## src/design/utx_pkg.sv

```systemverilog
// shared types and constants for the uart transmitter with fifo
// no dependencies; imported by every module of the block
`default_nettype none

package utx_pkg;

  // input kind codes
  localparam logic KIND_PUSH = 1'b0;
  localparam logic KIND_TICK = 1'b1;

  // configuration port
  localparam int CFG_IDX_W  = 1;
  localparam int CFG_DATA_W = 4;
  localparam logic [CFG_IDX_W-1:0] CFG_DATA_BITS = 1'd0;
  localparam logic [CFG_IDX_W-1:0] CFG_STOP_LEN  = 1'd1;

  // configuration reset values
  localparam logic [3:0] DATA_BITS_RST = 4'd8;
  localparam logic [1:0] STOP_LEN_RST  = 2'd1;

  // bit position marking the load phase
  localparam logic [7:0] POS_LOAD = 8'hff;

  // classified item passed from the front end to the engine
  typedef struct packed {
    logic       tick;
    logic [7:0] data;
  } cmd_t;

endpackage

`default_nettype wire

```

## src/design/uart_tx_fifo_serializer.sv

```systemverilog
// top level of the uart transmitter with fifo
// depends on utx_pkg, utx_front, utx_cmdq, utx_back
//
// Usage: each input item is either a push (in_kind = 0, in_byte_in queued
// into a FIFO_DEPTH-slot byte fifo, one slot kept free) or a bit-time tick
// (in_kind = 1). Every item gives exactly one result item: the serial line
// level, the busy flag and a dropped flag for a push that found the fifo full.
// Items move on valid high and stall low at a rising edge on either channel.
// From input accept to the result being presented, an item passes the
// input register loaded at the accept edge, the two-entry command queue
// and the engine with its output register.
// Throughput is one item per clock while out_stall is low; the engine
// updates its state, fifo memory write port and registered read port once per cycle.
// The cfg port writes data_bits (index 0) and the stop length (index 1);
// write it only while the block holds no items.
// Reset: synchronous, active low; fifo empty, transmitter idle, line high,
// data_bits 8, stop length 1. No clearing pass is needed.
// A stalled receiver holds the result in the output register; the queue keeps
// filling behind it, then in_stall rises.
`default_nettype none

module uart_tx_fifo_serializer import utx_pkg::*; #(
  parameter int FIFO_DEPTH = 64
) (
  input  wire logic                  clk,
  input  wire logic                  rst_n,
  input  wire logic                  cfg_we,
  input  wire logic [CFG_IDX_W-1:0]  cfg_index,
  input  wire logic [CFG_DATA_W-1:0] cfg_wdata,
  input  wire logic                  in_valid,
  output logic                       in_stall,
  input  wire logic                  in_kind,
  input  wire logic [7:0]            in_byte_in,
  output logic                       out_valid,
  input  wire logic                  out_stall,
  output logic                       out_tx_line,
  output logic                       out_busy_res,
  output logic                       out_dropped
);

  logic f_valid;
  cmd_t f_cmd;
  logic q_ready;
  logic q_valid;
  cmd_t q_cmd;
  logic q_pop;

  // front end: accept and classify
  utx_front u_front (
    .clk        (clk),
    .rst_n      (rst_n),
    .in_valid   (in_valid),
    .in_stall   (in_stall),
    .in_kind    (in_kind),
    .in_byte_in (in_byte_in),
    .cmd_valid  (f_valid),
    .cmd        (f_cmd),
    .cmd_ready  (q_ready)
  );

  // decoupling queue
  utx_cmdq u_cmdq (
    .clk        (clk),
    .rst_n      (rst_n),
    .push_valid (f_valid),
    .push_data  (f_cmd),
    .push_ready (q_ready),
    .pop_valid  (q_valid),
    .pop_data   (q_cmd),
    .pop        (q_pop)
  );

  // back end: fifo and serializer
  utx_back #(
    .FIFO_DEPTH (FIFO_DEPTH)
  ) u_back (
    .clk          (clk),
    .rst_n        (rst_n),
    .cfg_we       (cfg_we),
    .cfg_index    (cfg_index),
    .cfg_wdata    (cfg_wdata),
    .cmd_valid    (q_valid),
    .cmd          (q_cmd),
    .cmd_pop      (q_pop),
    .out_valid    (out_valid),
    .out_stall    (out_stall),
    .out_tx_line  (out_tx_line),
    .out_busy_res (out_busy_res),
    .out_dropped  (out_dropped)
  );

endmodule

`default_nettype wire

```

## src/design/utx_front.sv

```systemverilog
// input stage: accepts items, classifies them into commands
// depends on utx_pkg
`default_nettype none

module utx_front import utx_pkg::*; (
  input  wire logic       clk,
  input  wire logic       rst_n,
  input  wire logic       in_valid,
  output logic            in_stall,
  input  wire logic       in_kind,
  input  wire logic [7:0] in_byte_in,
  output logic            cmd_valid,
  output cmd_t            cmd,
  input  wire logic       cmd_ready
);

  logic valid_r, valid_nxt;
  cmd_t cmd_r, cmd_nxt;
  logic load;

  // stall only while the held command cannot move on
  assign in_stall = valid_r && !cmd_ready;
  assign load     = in_valid && !in_stall;

  // classify the item; a tick carries no byte
  always_comb begin
    valid_nxt = valid_r;
    cmd_nxt   = cmd_r;
    if (load) begin
      valid_nxt    = 1'b1;
      cmd_nxt.tick = (in_kind == KIND_TICK);
      cmd_nxt.data = (in_kind == KIND_TICK) ? 8'd0 : in_byte_in;
    end else if (cmd_ready) begin
      valid_nxt = 1'b0;
    end
  end

  always_ff @(posedge clk) begin
    if (!rst_n) begin
      valid_r <= 1'b0;
    end else begin
      valid_r <= valid_nxt;
    end
  end

  always_ff @(posedge clk) begin
    cmd_r <= cmd_nxt;
  end

  assign cmd_valid = valid_r;
  assign cmd       = cmd_r;

endmodule

`default_nettype wire

```

## src/design/utx_cmdq.sv

```systemverilog
// two-entry command queue between front end and engine
// depends on utx_pkg
`default_nettype none

module utx_cmdq import utx_pkg::*; (
  input  wire logic clk,
  input  wire logic rst_n,
  input  wire logic push_valid,
  input  wire cmd_t push_data,
  output logic      push_ready,
  output logic      pop_valid,
  output cmd_t      pop_data,
  input  wire logic pop
);

  cmd_t       q_r [2];
  logic       wr_idx_r, wr_idx_nxt;
  logic       rd_idx_r, rd_idx_nxt;
  logic [1:0] count_r, count_nxt;
  logic       push;

  assign push_ready = (count_r != 2'd2);
  assign pop_valid  = (count_r != 2'd0);
  assign pop_data   = q_r[rd_idx_r];
  assign push       = push_valid && push_ready;

  // pointer and occupancy update
  always_comb begin
    wr_idx_nxt = push ? ~wr_idx_r : wr_idx_r;
    rd_idx_nxt = pop ? ~rd_idx_r : rd_idx_r;
    count_nxt  = count_r;
    if (push && !pop) begin
      count_nxt = count_r + 2'd1;
    end else if (pop && !push) begin
      count_nxt = count_r - 2'd1;
    end
  end

  always_ff @(posedge clk) begin
    if (!rst_n) begin
      wr_idx_r <= 1'b0;
      rd_idx_r <= 1'b0;
      count_r  <= 2'd0;
    end else begin
      wr_idx_r <= wr_idx_nxt;
      rd_idx_r <= rd_idx_nxt;
      count_r  <= count_nxt;
    end
  end

  // entry storage
  always_ff @(posedge clk) begin
    if (push) begin
      q_r[wr_idx_r] <= push_data;
    end
  end

  // checks
  a_count_range: assert property (@(posedge clk) disable iff (!rst_n)
    count_r <= 2'd2)
    else $error("command queue count out of range");

  a_no_pop_empty: assert property (@(posedge clk) disable iff (!rst_n)
    pop |-> count_r != 2'd0)
    else $error("engine popped an empty command queue");

  a_ptr_gap: assert property (@(posedge clk) disable iff (!rst_n)
    (count_r == 2'd0 || count_r == 2'd2) |-> wr_idx_r == rd_idx_r)
    else $error("command queue pointers disagree with count");

endmodule

`default_nettype wire

```

## src/design/utx_back.sv

```systemverilog
// transmit engine: byte fifo memory, serializer state and output register
// depends on utx_pkg
`default_nettype none

module utx_back import utx_pkg::*; #(
  parameter int FIFO_DEPTH = 64
) (
  input  wire logic                  clk,
  input  wire logic                  rst_n,
  input  wire logic                  cfg_we,
  input  wire logic [CFG_IDX_W-1:0]  cfg_index,
  input  wire logic [CFG_DATA_W-1:0] cfg_wdata,
  input  wire logic                  cmd_valid,
  input  wire cmd_t                  cmd,
  output logic                       cmd_pop,
  output logic                       out_valid,
  input  wire logic                  out_stall,
  output logic                       out_tx_line,
  output logic                       out_busy_res,
  output logic                       out_dropped
);

  localparam int PTR_W = $clog2(FIFO_DEPTH);
  localparam logic [PTR_W-1:0] LAST = PTR_W'(FIFO_DEPTH - 1);

  function automatic logic [PTR_W-1:0] next_slot(input logic [PTR_W-1:0] p);
    return (p == LAST) ? '0 : p + PTR_W'(1);
  endfunction

  // configuration
  logic [3:0] data_bits_r, data_bits_nxt;
  logic [1:0] stop_len_r, stop_len_nxt;

  // serializer state
  logic [PTR_W-1:0] rd_ptr_r, rd_ptr_nxt;
  logic [PTR_W-1:0] wr_ptr_r, wr_ptr_nxt;
  logic             active_r, active_nxt;
  logic [7:0]       pos_r, pos_nxt;
  logic [7:0]       shift_r, shift_nxt;
  logic             line_r, line_nxt;

  // fifo memory with registered read and write-through bypass
  logic [7:0] mem [FIFO_DEPTH];
  logic [7:0] rdata_r;
  logic       byp_r, byp_nxt;
  logic [7:0] byp_data_r;
  logic [7:0] head;
  logic       wr_en;

  // output register
  logic out_valid_r, out_valid_nxt;
  logic out_line_r, out_busy_r, out_drop_r;

  logic       exec;
  logic       drop;
  logic [8:0] pos_ext;
  logic [8:0] hi_lo, hi_hi, end_lim;
  logic [7:0] k;

  assign exec    = cmd_valid && (!out_valid_r || !out_stall);
  assign cmd_pop = exec;
  assign head    = byp_r ? byp_data_r : rdata_r;

  // configuration writes
  always_comb begin
    data_bits_nxt = data_bits_r;
    stop_len_nxt  = stop_len_r;
    if (cfg_we) begin
      case (cfg_index)
        CFG_DATA_BITS: data_bits_nxt = cfg_wdata;
        CFG_STOP_LEN:  stop_len_nxt  = cfg_wdata[1:0];
        default: ;
      endcase
    end
  end

  // position bounds for the current character
  assign pos_ext = {1'b0, pos_r};
  assign hi_lo   = 9'(data_bits_r) + 9'd1;
  assign hi_hi   = 9'(data_bits_r) + 9'd4;
  assign end_lim = 9'(data_bits_r) + 9'(stop_len_r);
  assign k       = pos_r - 8'd1;

  // execute one command
  always_comb begin
    rd_ptr_nxt = rd_ptr_r;
    wr_ptr_nxt = wr_ptr_r;
    active_nxt = active_r;
    pos_nxt    = pos_r;
    shift_nxt  = shift_r;
    line_nxt   = line_r;
    wr_en      = 1'b0;
    drop       = 1'b0;
    if (exec) begin
      if (!cmd.tick) begin
        // push: store unless full, arm an idle transmitter
        if (rd_ptr_r != next_slot(wr_ptr_r)) begin
          wr_en      = 1'b1;
          wr_ptr_nxt = next_slot(wr_ptr_r);
        end else begin
          drop = 1'b1;
        end
        if (!active_r) begin
          active_nxt = 1'b1;
          pos_nxt    = POS_LOAD;
        end
      end else if (active_r) begin
        // line level for this bit time
        if (pos_r == 8'd0) begin
          line_nxt = 1'b0;
        end else if (pos_ext >= hi_lo && pos_ext <= hi_hi) begin
          line_nxt = 1'b1;
        end else if (pos_r != POS_LOAD) begin
          line_nxt = (k < 8'd8) ? shift_r[k[2:0]] : 1'b0;
        end
        // end of character: load next byte or go idle
        if (pos_ext > end_lim) begin
          if (rd_ptr_r != wr_ptr_r) begin
            shift_nxt  = head;
            rd_ptr_nxt = next_slot(rd_ptr_r);
          end else begin
            active_nxt = 1'b0;
          end
          pos_nxt = 8'd0;
        end else begin
          pos_nxt = pos_r + 8'd1;
        end
      end
    end
  end

  // a write landing on the next read address is forwarded
  assign byp_nxt = wr_en && (wr_ptr_r == rd_ptr_nxt);

  // output register holds a result until taken
  always_comb begin
    out_valid_nxt = out_valid_r;
    if (exec) begin
      out_valid_nxt = 1'b1;
    end else if (!out_stall) begin
      out_valid_nxt = 1'b0;
    end
  end

  always_ff @(posedge clk) begin
    if (!rst_n) begin
      data_bits_r <= DATA_BITS_RST;
      stop_len_r  <= STOP_LEN_RST;
      rd_ptr_r    <= '0;
      wr_ptr_r    <= '0;
      active_r    <= 1'b0;
      pos_r       <= 8'd0;
      shift_r     <= 8'd0;
      line_r      <= 1'b1;
      byp_r       <= 1'b0;
      out_valid_r <= 1'b0;
    end else begin
      data_bits_r <= data_bits_nxt;
      stop_len_r  <= stop_len_nxt;
      rd_ptr_r    <= rd_ptr_nxt;
      wr_ptr_r    <= wr_ptr_nxt;
      active_r    <= active_nxt;
      pos_r       <= pos_nxt;
      shift_r     <= shift_nxt;
      line_r      <= line_nxt;
      byp_r       <= byp_nxt;
      out_valid_r <= out_valid_nxt;
    end
  end

  // fifo memory
  always_ff @(posedge clk) begin
    if (wr_en) begin
      mem[wr_ptr_r] <= cmd.data;
    end
    rdata_r    <= mem[rd_ptr_nxt];
    byp_data_r <= cmd.data;
  end

  // result payload
  always_ff @(posedge clk) begin
    if (exec) begin
      out_line_r <= line_nxt;
      out_busy_r <= active_nxt;
      out_drop_r <= drop;
    end
  end

  assign out_valid    = out_valid_r;
  assign out_tx_line  = out_line_r;
  assign out_busy_res = out_busy_r;
  assign out_dropped  = out_drop_r;

  // checks
  a_ptr_range: assert property (@(posedge clk) disable iff (!rst_n)
    rd_ptr_r <= LAST && wr_ptr_r <= LAST)
    else $error("fifo pointer beyond depth");

  a_idle_pos: assert property (@(posedge clk) disable iff (!rst_n)
    !active_r |-> pos_r == 8'd0)
    else $error("idle transmitter with nonzero bit position");

  a_arm: assert property (@(posedge clk) disable iff (!rst_n)
    (exec && !cmd.tick && !active_r) |=> (active_r && pos_r == POS_LOAD))
    else $error("push did not arm the idle transmitter");

  a_drop_busy: assert property (@(posedge clk) disable iff (!rst_n)
    (out_valid_r && out_drop_r) |-> out_busy_r)
    else $error("dropped push reported an idle transmitter");

endmodule

`default_nettype wire

```

## config.mk

```make
export PLATFORM = sky130hd
export DESIGN_NAME = uart_tx_fifo_serializer
export DESIGN_NICKNAME = d
export VERILOG_FILES = /design/src/design/utx_pkg.sv /design/src/design/uart_tx_fifo_serializer.sv /design/src/design/utx_front.sv /design/src/design/utx_cmdq.sv /design/src/design/utx_back.sv
export SDC_FILE = /design/constraint.sdc
export NUM_CORES = 1
export LEC_CHECK = 0
export BUFFER_PORTS_ARGS = -buffer_cell sky130_fd_sc_hd__buf_2
export CAP_MARGIN = 40
export CORE_UTILIZATION = 41
export CTS_CLUSTER_SIZE = 24
export DETAILED_ROUTE_END_ITERATION = 6
export SYNTH_ARGS = -nofsm -noshare
export SYNTH_HDL_FRONTEND = slang
export SYNTH_SLANG_ARGS = --single-unit
```

## constraint.sdc

```tcl
create_clock -name clk -period 7.2 [get_ports clk]
set_input_delay 0.72 -clock clk [delete_from_list [all_inputs] [get_ports clk]]
set_output_delay 0.72 -clock clk [all_outputs]
set_load 0.02 [all_outputs]
```

==> run metrics, run 1 <==
outcome finished, violations left; failing checks design-rule violations; clk_skew around 0.03 ns; fin crit share 0.714; count of cell types in the netlist 77; critical path fanouts, max 57; fraction of layout cells with a size suffix above 1 0.0974; first-pass GRT wire length 98800 microns; top cell type's share of synthesized area 0.651; HP Class in -> reg; final setup TNS 0 ns; Slew Viols, Final 0; post-route antenna net violation count 0; Post-synth ARST share 0; row count 90; cell type with the largest total area after synthesis edfxtp_1; reg-to-reg slack, setup 2.06 ns; synthesized area per cell 12.9 sq um; Worst Max-Slew Pin Slew 0.935 ns; number of synthesized flops with an enable pin 542; largest net degree at the start of global routing 87; total number of vias 15859; Power Dens Cells slightly below 300 nW/um^2; post-synthesis net count about 2000; worst-skew pair later-pin latency between 0.6 and 0.7 ns; Synth area leaders edfxtp_1, nand2_1, dfxtp_1, nand3_1, nor2_1; GRT Total Usage 0.210; clock slew at reported path FFs around 0.060 ns; die area approximately 62000 sq um; DIE HEIGHT about 250 microns; Setup CP Type reg -> reg; register area share after synthesis 0.699; final wirelength about 65000 microns; hold_ws about 0.31 ns; Post-Synthesis Cells 1944; Nets 1989; initial antenna violation count 1; vias in the first global route roughly 15000; fin crit period 5.14 ns; Final HPWL DP around 39000 microns; CTS Buf Count 61; fmax 0.194 GHz; #FFs+latches synth 602; RSZ-0062 raised after global routing false; CTS tree built; cts repair resizes 0; drt drc 3; vias per cell between 5 and 6; Final Hold Fails 0; Final Non-Filler Cells 2774; initial core utilization 0.414; First-pass DRT Iterations 7; max-cap viol count 0; ys flop type edfxtp_1; CTS Sinks between 600 and 700; final core utilization 0.464; type of origin of the critical path register; CP endpoint kind register; WL per Instance ~23 microns; WP data arrival 5.63 ns; Cell Area, Synth ~25000 sq um; Setup Buffers After CTS 0; worst vdd ir roughly 0.2 mV; Die X 249 microns; Slew HR 0.374; GPL Wtd Cong 0.869; Area Growth Syn to Fin 12.1%; hold_buf cts 0; gr ovfl total 0; Core ar. ~60000 sq um; PortBufs 23; H-tree depth 2; Final Setup Violations 0; root buffer cell clkbuf_16; cell with the most instances after synthesis edfxtp_1; clock tree buffer depth 3; Synth top cells by count edfxtp_1, nand2_1, nand3_1; yosys warns 0; Leak between 9 and 10 nW; dpl cells 2663; initial DRC count between 1500 and 2000; I/O pin total 24; Fill cells between 5000 and 6000; Worst Path Required 7.68 ns
[registers in the layout, indices dropped and copies added, names as in the netlist, named ones only]
signal,flops
u_back.mem,512
u_cmdq.q_r,18
u_front.cmd,9
u_back.byp_data_r,8
u_back.pos_r,8
u_back.rdata_r,8
u_back.shift_r,8
u_back.rd_ptr_r,6
u_back.wr_ptr_r,6
u_back.data_bits_r,4
u_back.stop_len_r,2
u_cmdq.count_r,2
u_back.active_r,1
u_back.byp_r,1
u_back.line_r,1
u_back.out_busy_res,1
u_back.out_dropped,1
u_back.out_tx_line,1
u_back.out_valid,1
u_cmdq.rd_idx_r,1
u_cmdq.wr_idx_r,1
u_front.cmd_valid,1
[critical path, cell delays in order, from the launching register on]
cell and delay, ns:
dfxtp_1 0.35, ha_1 0.24, fa_1 0.41, xnor2_1 0.15, ha_1 0.31, nand4_1 0.12, o21ai_0 0.39, o31ai_4 0.20
o31ai_4 0.78, nand2_4 0.34, buf_16 0.30, a211oi_1 0.27, a31oi_1 0.06, a32o_1 0.27, nor4_1 0.63, nor4_1 0.10
[layer usage]
layer,GRT usage,vias up,wire (microns)
met5,0,-,12
met4,0.0538,2,1490
met3,0.0403,108,4850
met2,0.331,605,30300
met1,0.298,7962,28200
li1,-,7182,-
[kinds of logic (layout without fill, tap and decap cells)]
family                   Yosys count  in the layout  share of synthesized area
AO/OA/AOI/OAI                    250            250                     0.0719
XOR/XNOR                          32             32                     0.0118
adder cells (fa/ha/maj)           25             25                     0.0128
buffers and inverters            140            187                     0.0263
flip-flops                       602            602                      0.699
multiplexers                      53             53                     0.0263
other                              0              1                          0
AND/OR/NAND/NOR                  842            842                      0.152
[metrics by stage]
stage / instance area (sq um) / setup slack, ns / power (W)
CTS: 28000 / 2.06 / 0.00839
global placement: 25800 / 1.90 / 0.00520
global route: 28000 / 1.85 / 0.00862
finish: 28000 / 2.06 / 0.00835
floorplan: 25000 / 3.51 / 0.00485
detailed placement: 26000 / 2.12 / 0.00524
[layout make-up]
| cell class | count | area (sq um) | share of cell area |
|---|---|---|---|
| flip-flops and latches | 602 | 17500 | 0.624 |
| repair buffers | 60 | 579 | 0.0207 |
| clock buffers | 78 | 1660 | 0.0593 |
| diodes | 1 | 2.50 | 0.0000893 |
| clock inverters | 31 | 339 | 0.0121 |
| well taps | 782 | 978 | 0.0349 |
| inverters | 18 | 67.6 | 0.00241 |
| multi-input cells | 1202 | 6920 | 0.247 |
[final timing paths]
path / startpoint / to / cells after the start
max: u_back.data_bits_r[0] / u_back.rdata_r[0] / 15
min: cfg_wdata[3] / u_back.data_bits_r[3] / 3
max reg2reg: u_back.data_bits_r[0] / u_back.rdata_r[0] / 15
min reg2reg: u_front.cmd[5] / u_cmdq.q_r[1][5] / 0
[where the power goes]
part | internal (W) | leakage [nW] | switching [W]
sequential | 0.00412 | 5.38 | 0.000115
clock | 0.00187 | 0.980 | 0.00132
combinational | 0.000268 | 3.24 | 0.000660
total | 0.00625 | 9.60 | 0.00210
[placed cells by master, fill, tap and decap left out, types with 5 or more instances in the layout]
cell,n
xor2_1,9
buf_12,8
nand2_1,403
o21ai_0,35
and3_1,44
buf_2,23
and4_1,5
a21boi_0,5
o21a_1,6
nor2b_1,18
inv_1,17
ha_1,24
mux2i_1,33
nand3_1,191
edfxtp_1,542
mux2_2,10
xnor2_1,21
a32oi_1,23
a211oi_1,33
nor2_1,111
a32o_1,5
buf_4,22
o211ai_1,5
clkbuf_1,11
nand4_1,9
o2111ai_1,8
or3_1,7
a21oi_1,35
and2_1,12
o211a_1,10
a31oi_1,43
bufinv_16,7
dfxtp_1,60
mux4_2,9
clkbuf_16,62
clkinv_2,11
clkinv_1,10
nand2b_1,9
clkbuf_8,5
Note: power is estimated with default switching activity, not from simulation.
==> inputs of run 2 (changes only) <==
==> constraint.sdc (replaced) <==
create_clock -name clk -period 4.9 [get_ports clk]
set_input_delay 0.49 -clock clk [delete_from_list [all_inputs] [get_ports clk]]
set_output_delay 0.49 -clock clk [all_outputs]
set_load 0.02 [all_outputs]
==> run metrics, run 2 (synthesis gave the netlist of run 1 again) <==
Slew HR 0.371; fmax 0.218 GHz; Die X around 250 microns; leading cell type in the layout, fill and taps excluded edfxtp_1; WL per Instance approximately 23 microns; type of origin of the critical path register; vias per cell about 5.7; Nets between 2000 and 2500; DIE HEIGHT 249 microns; fraction of layout cells with a size suffix above 1 0.126; First-pass DRT Iterations 5; Leak 9.87 nW; Hold Path Origin cfg_wdata[3]; most frequent cells in the layout edfxtp_1, nand2_1, nand3_1; Final Setup Violations 0; RSZ-0062 raised after global routing false; initial antenna violation count 0; CTS Buf Count 60; post-route antenna net violation count 0; clk_skew 0.0290 ns; Worst R2R Path Depth 15; PortBufs 23; CP endpoint kind register; fin crit period 4.60 ns; total number of vias 16218; outcome finished clean; GRT Total Usage 0.212; first-pass GRT wire length 99300 microns; vias in the first global route 15713; H-tree depth 2; max-cap viol count 0; Worst Max-Slew Pin Slew between 0.9 and 1 ns; number of flip-flops in the largest register 512; gr ovfl total 0; worst vdd ir 0.296 mV; Setup Buffers After CTS 0; die area 62000 sq um; WP data arrival around 5 ns; Setup CP Type reg -> reg; GPL Wtd Cong roughly 0.85; clock tree buffer depth 3; largest net degree at the start of global routing between 90 and 100; worst-skew pair later-pin latency 0.62 ns; critical path fanouts, max 24; initial DRC count 1769; Area Growth Syn to Fin 13.5%; cts repair resizes 0; drt drc 0; CTS Sinks 602; Largest Register u_back.mem; initial core utilization 0.414; ant diodes 0; Fill cells 5301; hold_buf cts 0; final wirelength 66100 microns; reg-to-reg slack, setup 0.30 ns; Power Dens Cells ~420 nW/um^2; dpl cells 2739; Slew Viols, Final 0; row count 90; clock slew at reported path FFs about 0.060 ns; Final Non-Filler Cells 2851; final setup TNS 0 ns; CTS tree built; I/O pin total 24; Core ar. 60400 sq um; Worst Path Required between 5 and 6 ns; HP Class in -> reg; fin crit share 0.938; Final Hold Fails 0; Final HPWL DP between 40000 and 50000 microns; root buffer cell clkbuf_16; WHS Endpoint u_back.data_bits_r[3]; RR Endpoint u_back.rdata_r[3]; worst r2r src u_back.data_bits_r[0]; hold path depth 3
run 2: worst max path at each step:
stage / from / end / slack [ns] / cells after the start
2_1_floorplan: u_back.data_bits_r[0] / u_back.rdata_r[7] / 1.21 / 16
3_3_place_gp: u_back.data_bits_r[0] / u_back.rdata_r[2] / 0.32 / 14
3_5_place_dp: u_back.data_bits_r[0] / u_back.rdata_r[2] / 0.28 / 15
4_1_cts: u_back.data_bits_r[0] / u_back.rdata_r[2] / 0.24 / 15
5_1_grt: u_back.data_bits_r[0] / u_back.rdata_r[0] / 0.09 / 16
6_report: u_back.data_bits_r[0] / u_back.rdata_r[3] / 0.30 / 15
run 2: per-stage QoR:
step	setup WS, ns	power [W]	util	hold slack (ns)	area (sq um)
6_report	0.303	0.0120	0.471	0.106	28400
5_1_grt	0.0855	0.0123	0.471	0.0948	28400
4_1_cts	0.243	0.0120	0.470	0.0818	28400
3_3_place_gp	0.317	0.00765	0.440	0.428	26500
3_5_place_dp	0.284	0.00770	0.440	0.441	26500
2_1_floorplan	1.21	0.00713	-	0.421	25000
run 2: power breakdown:
part,switching [W],internal [W],total (W)
clock,0.00192,0.00246,0.00438
combinational,0.000967,0.000409,0.00138
sequential,0.000169,0.00605,0.00621
run 2: worst max-delay path, stage by stage, from the launching register on:
cell,delay (ns)
dfxtp_1,0.36
ha_1,0.23
fa_1,0.41
xnor2_1,0.14
ha_1,0.30
nand4_1,0.11
o21ai_0,0.40
o31ai_4,0.19
o31ai_4,0.52
buf_4,0.45
and3_1,0.21
a211oi_1,0.05
a31oi_1,0.35
a32oi_1,0.12
nand3_1,0.27
nor4bb_1,0.37
run 2: final cells by class:
| cell class | instances | area [sq um] | share of cell area |
|---|---|---|---|
| sequential | 602 | 17500 | 0.615 |
| multi-input combinational | 1202 | 6920 | 0.244 |
| clock buffer | 81 | 1610 | 0.0567 |
| timing repair buffer | 136 | 1110 | 0.0392 |
| tap | 782 | 978 | 0.0345 |
| clock inverter | 30 | 231 | 0.00815 |
| inverter | 18 | 67.6 | 0.00238 |
run 2: routing by layer:
layer	global-route usage	up-vias	share of wire	routed length, microns
met5	0	-	0	0
met4	0.0772	0	0.037	2470
met3	0.0346	121	0.072	4770
met2	0.337	632	0.46	30500
met1	0.293	8118	0.43	28300
li1	-	7347	-	-
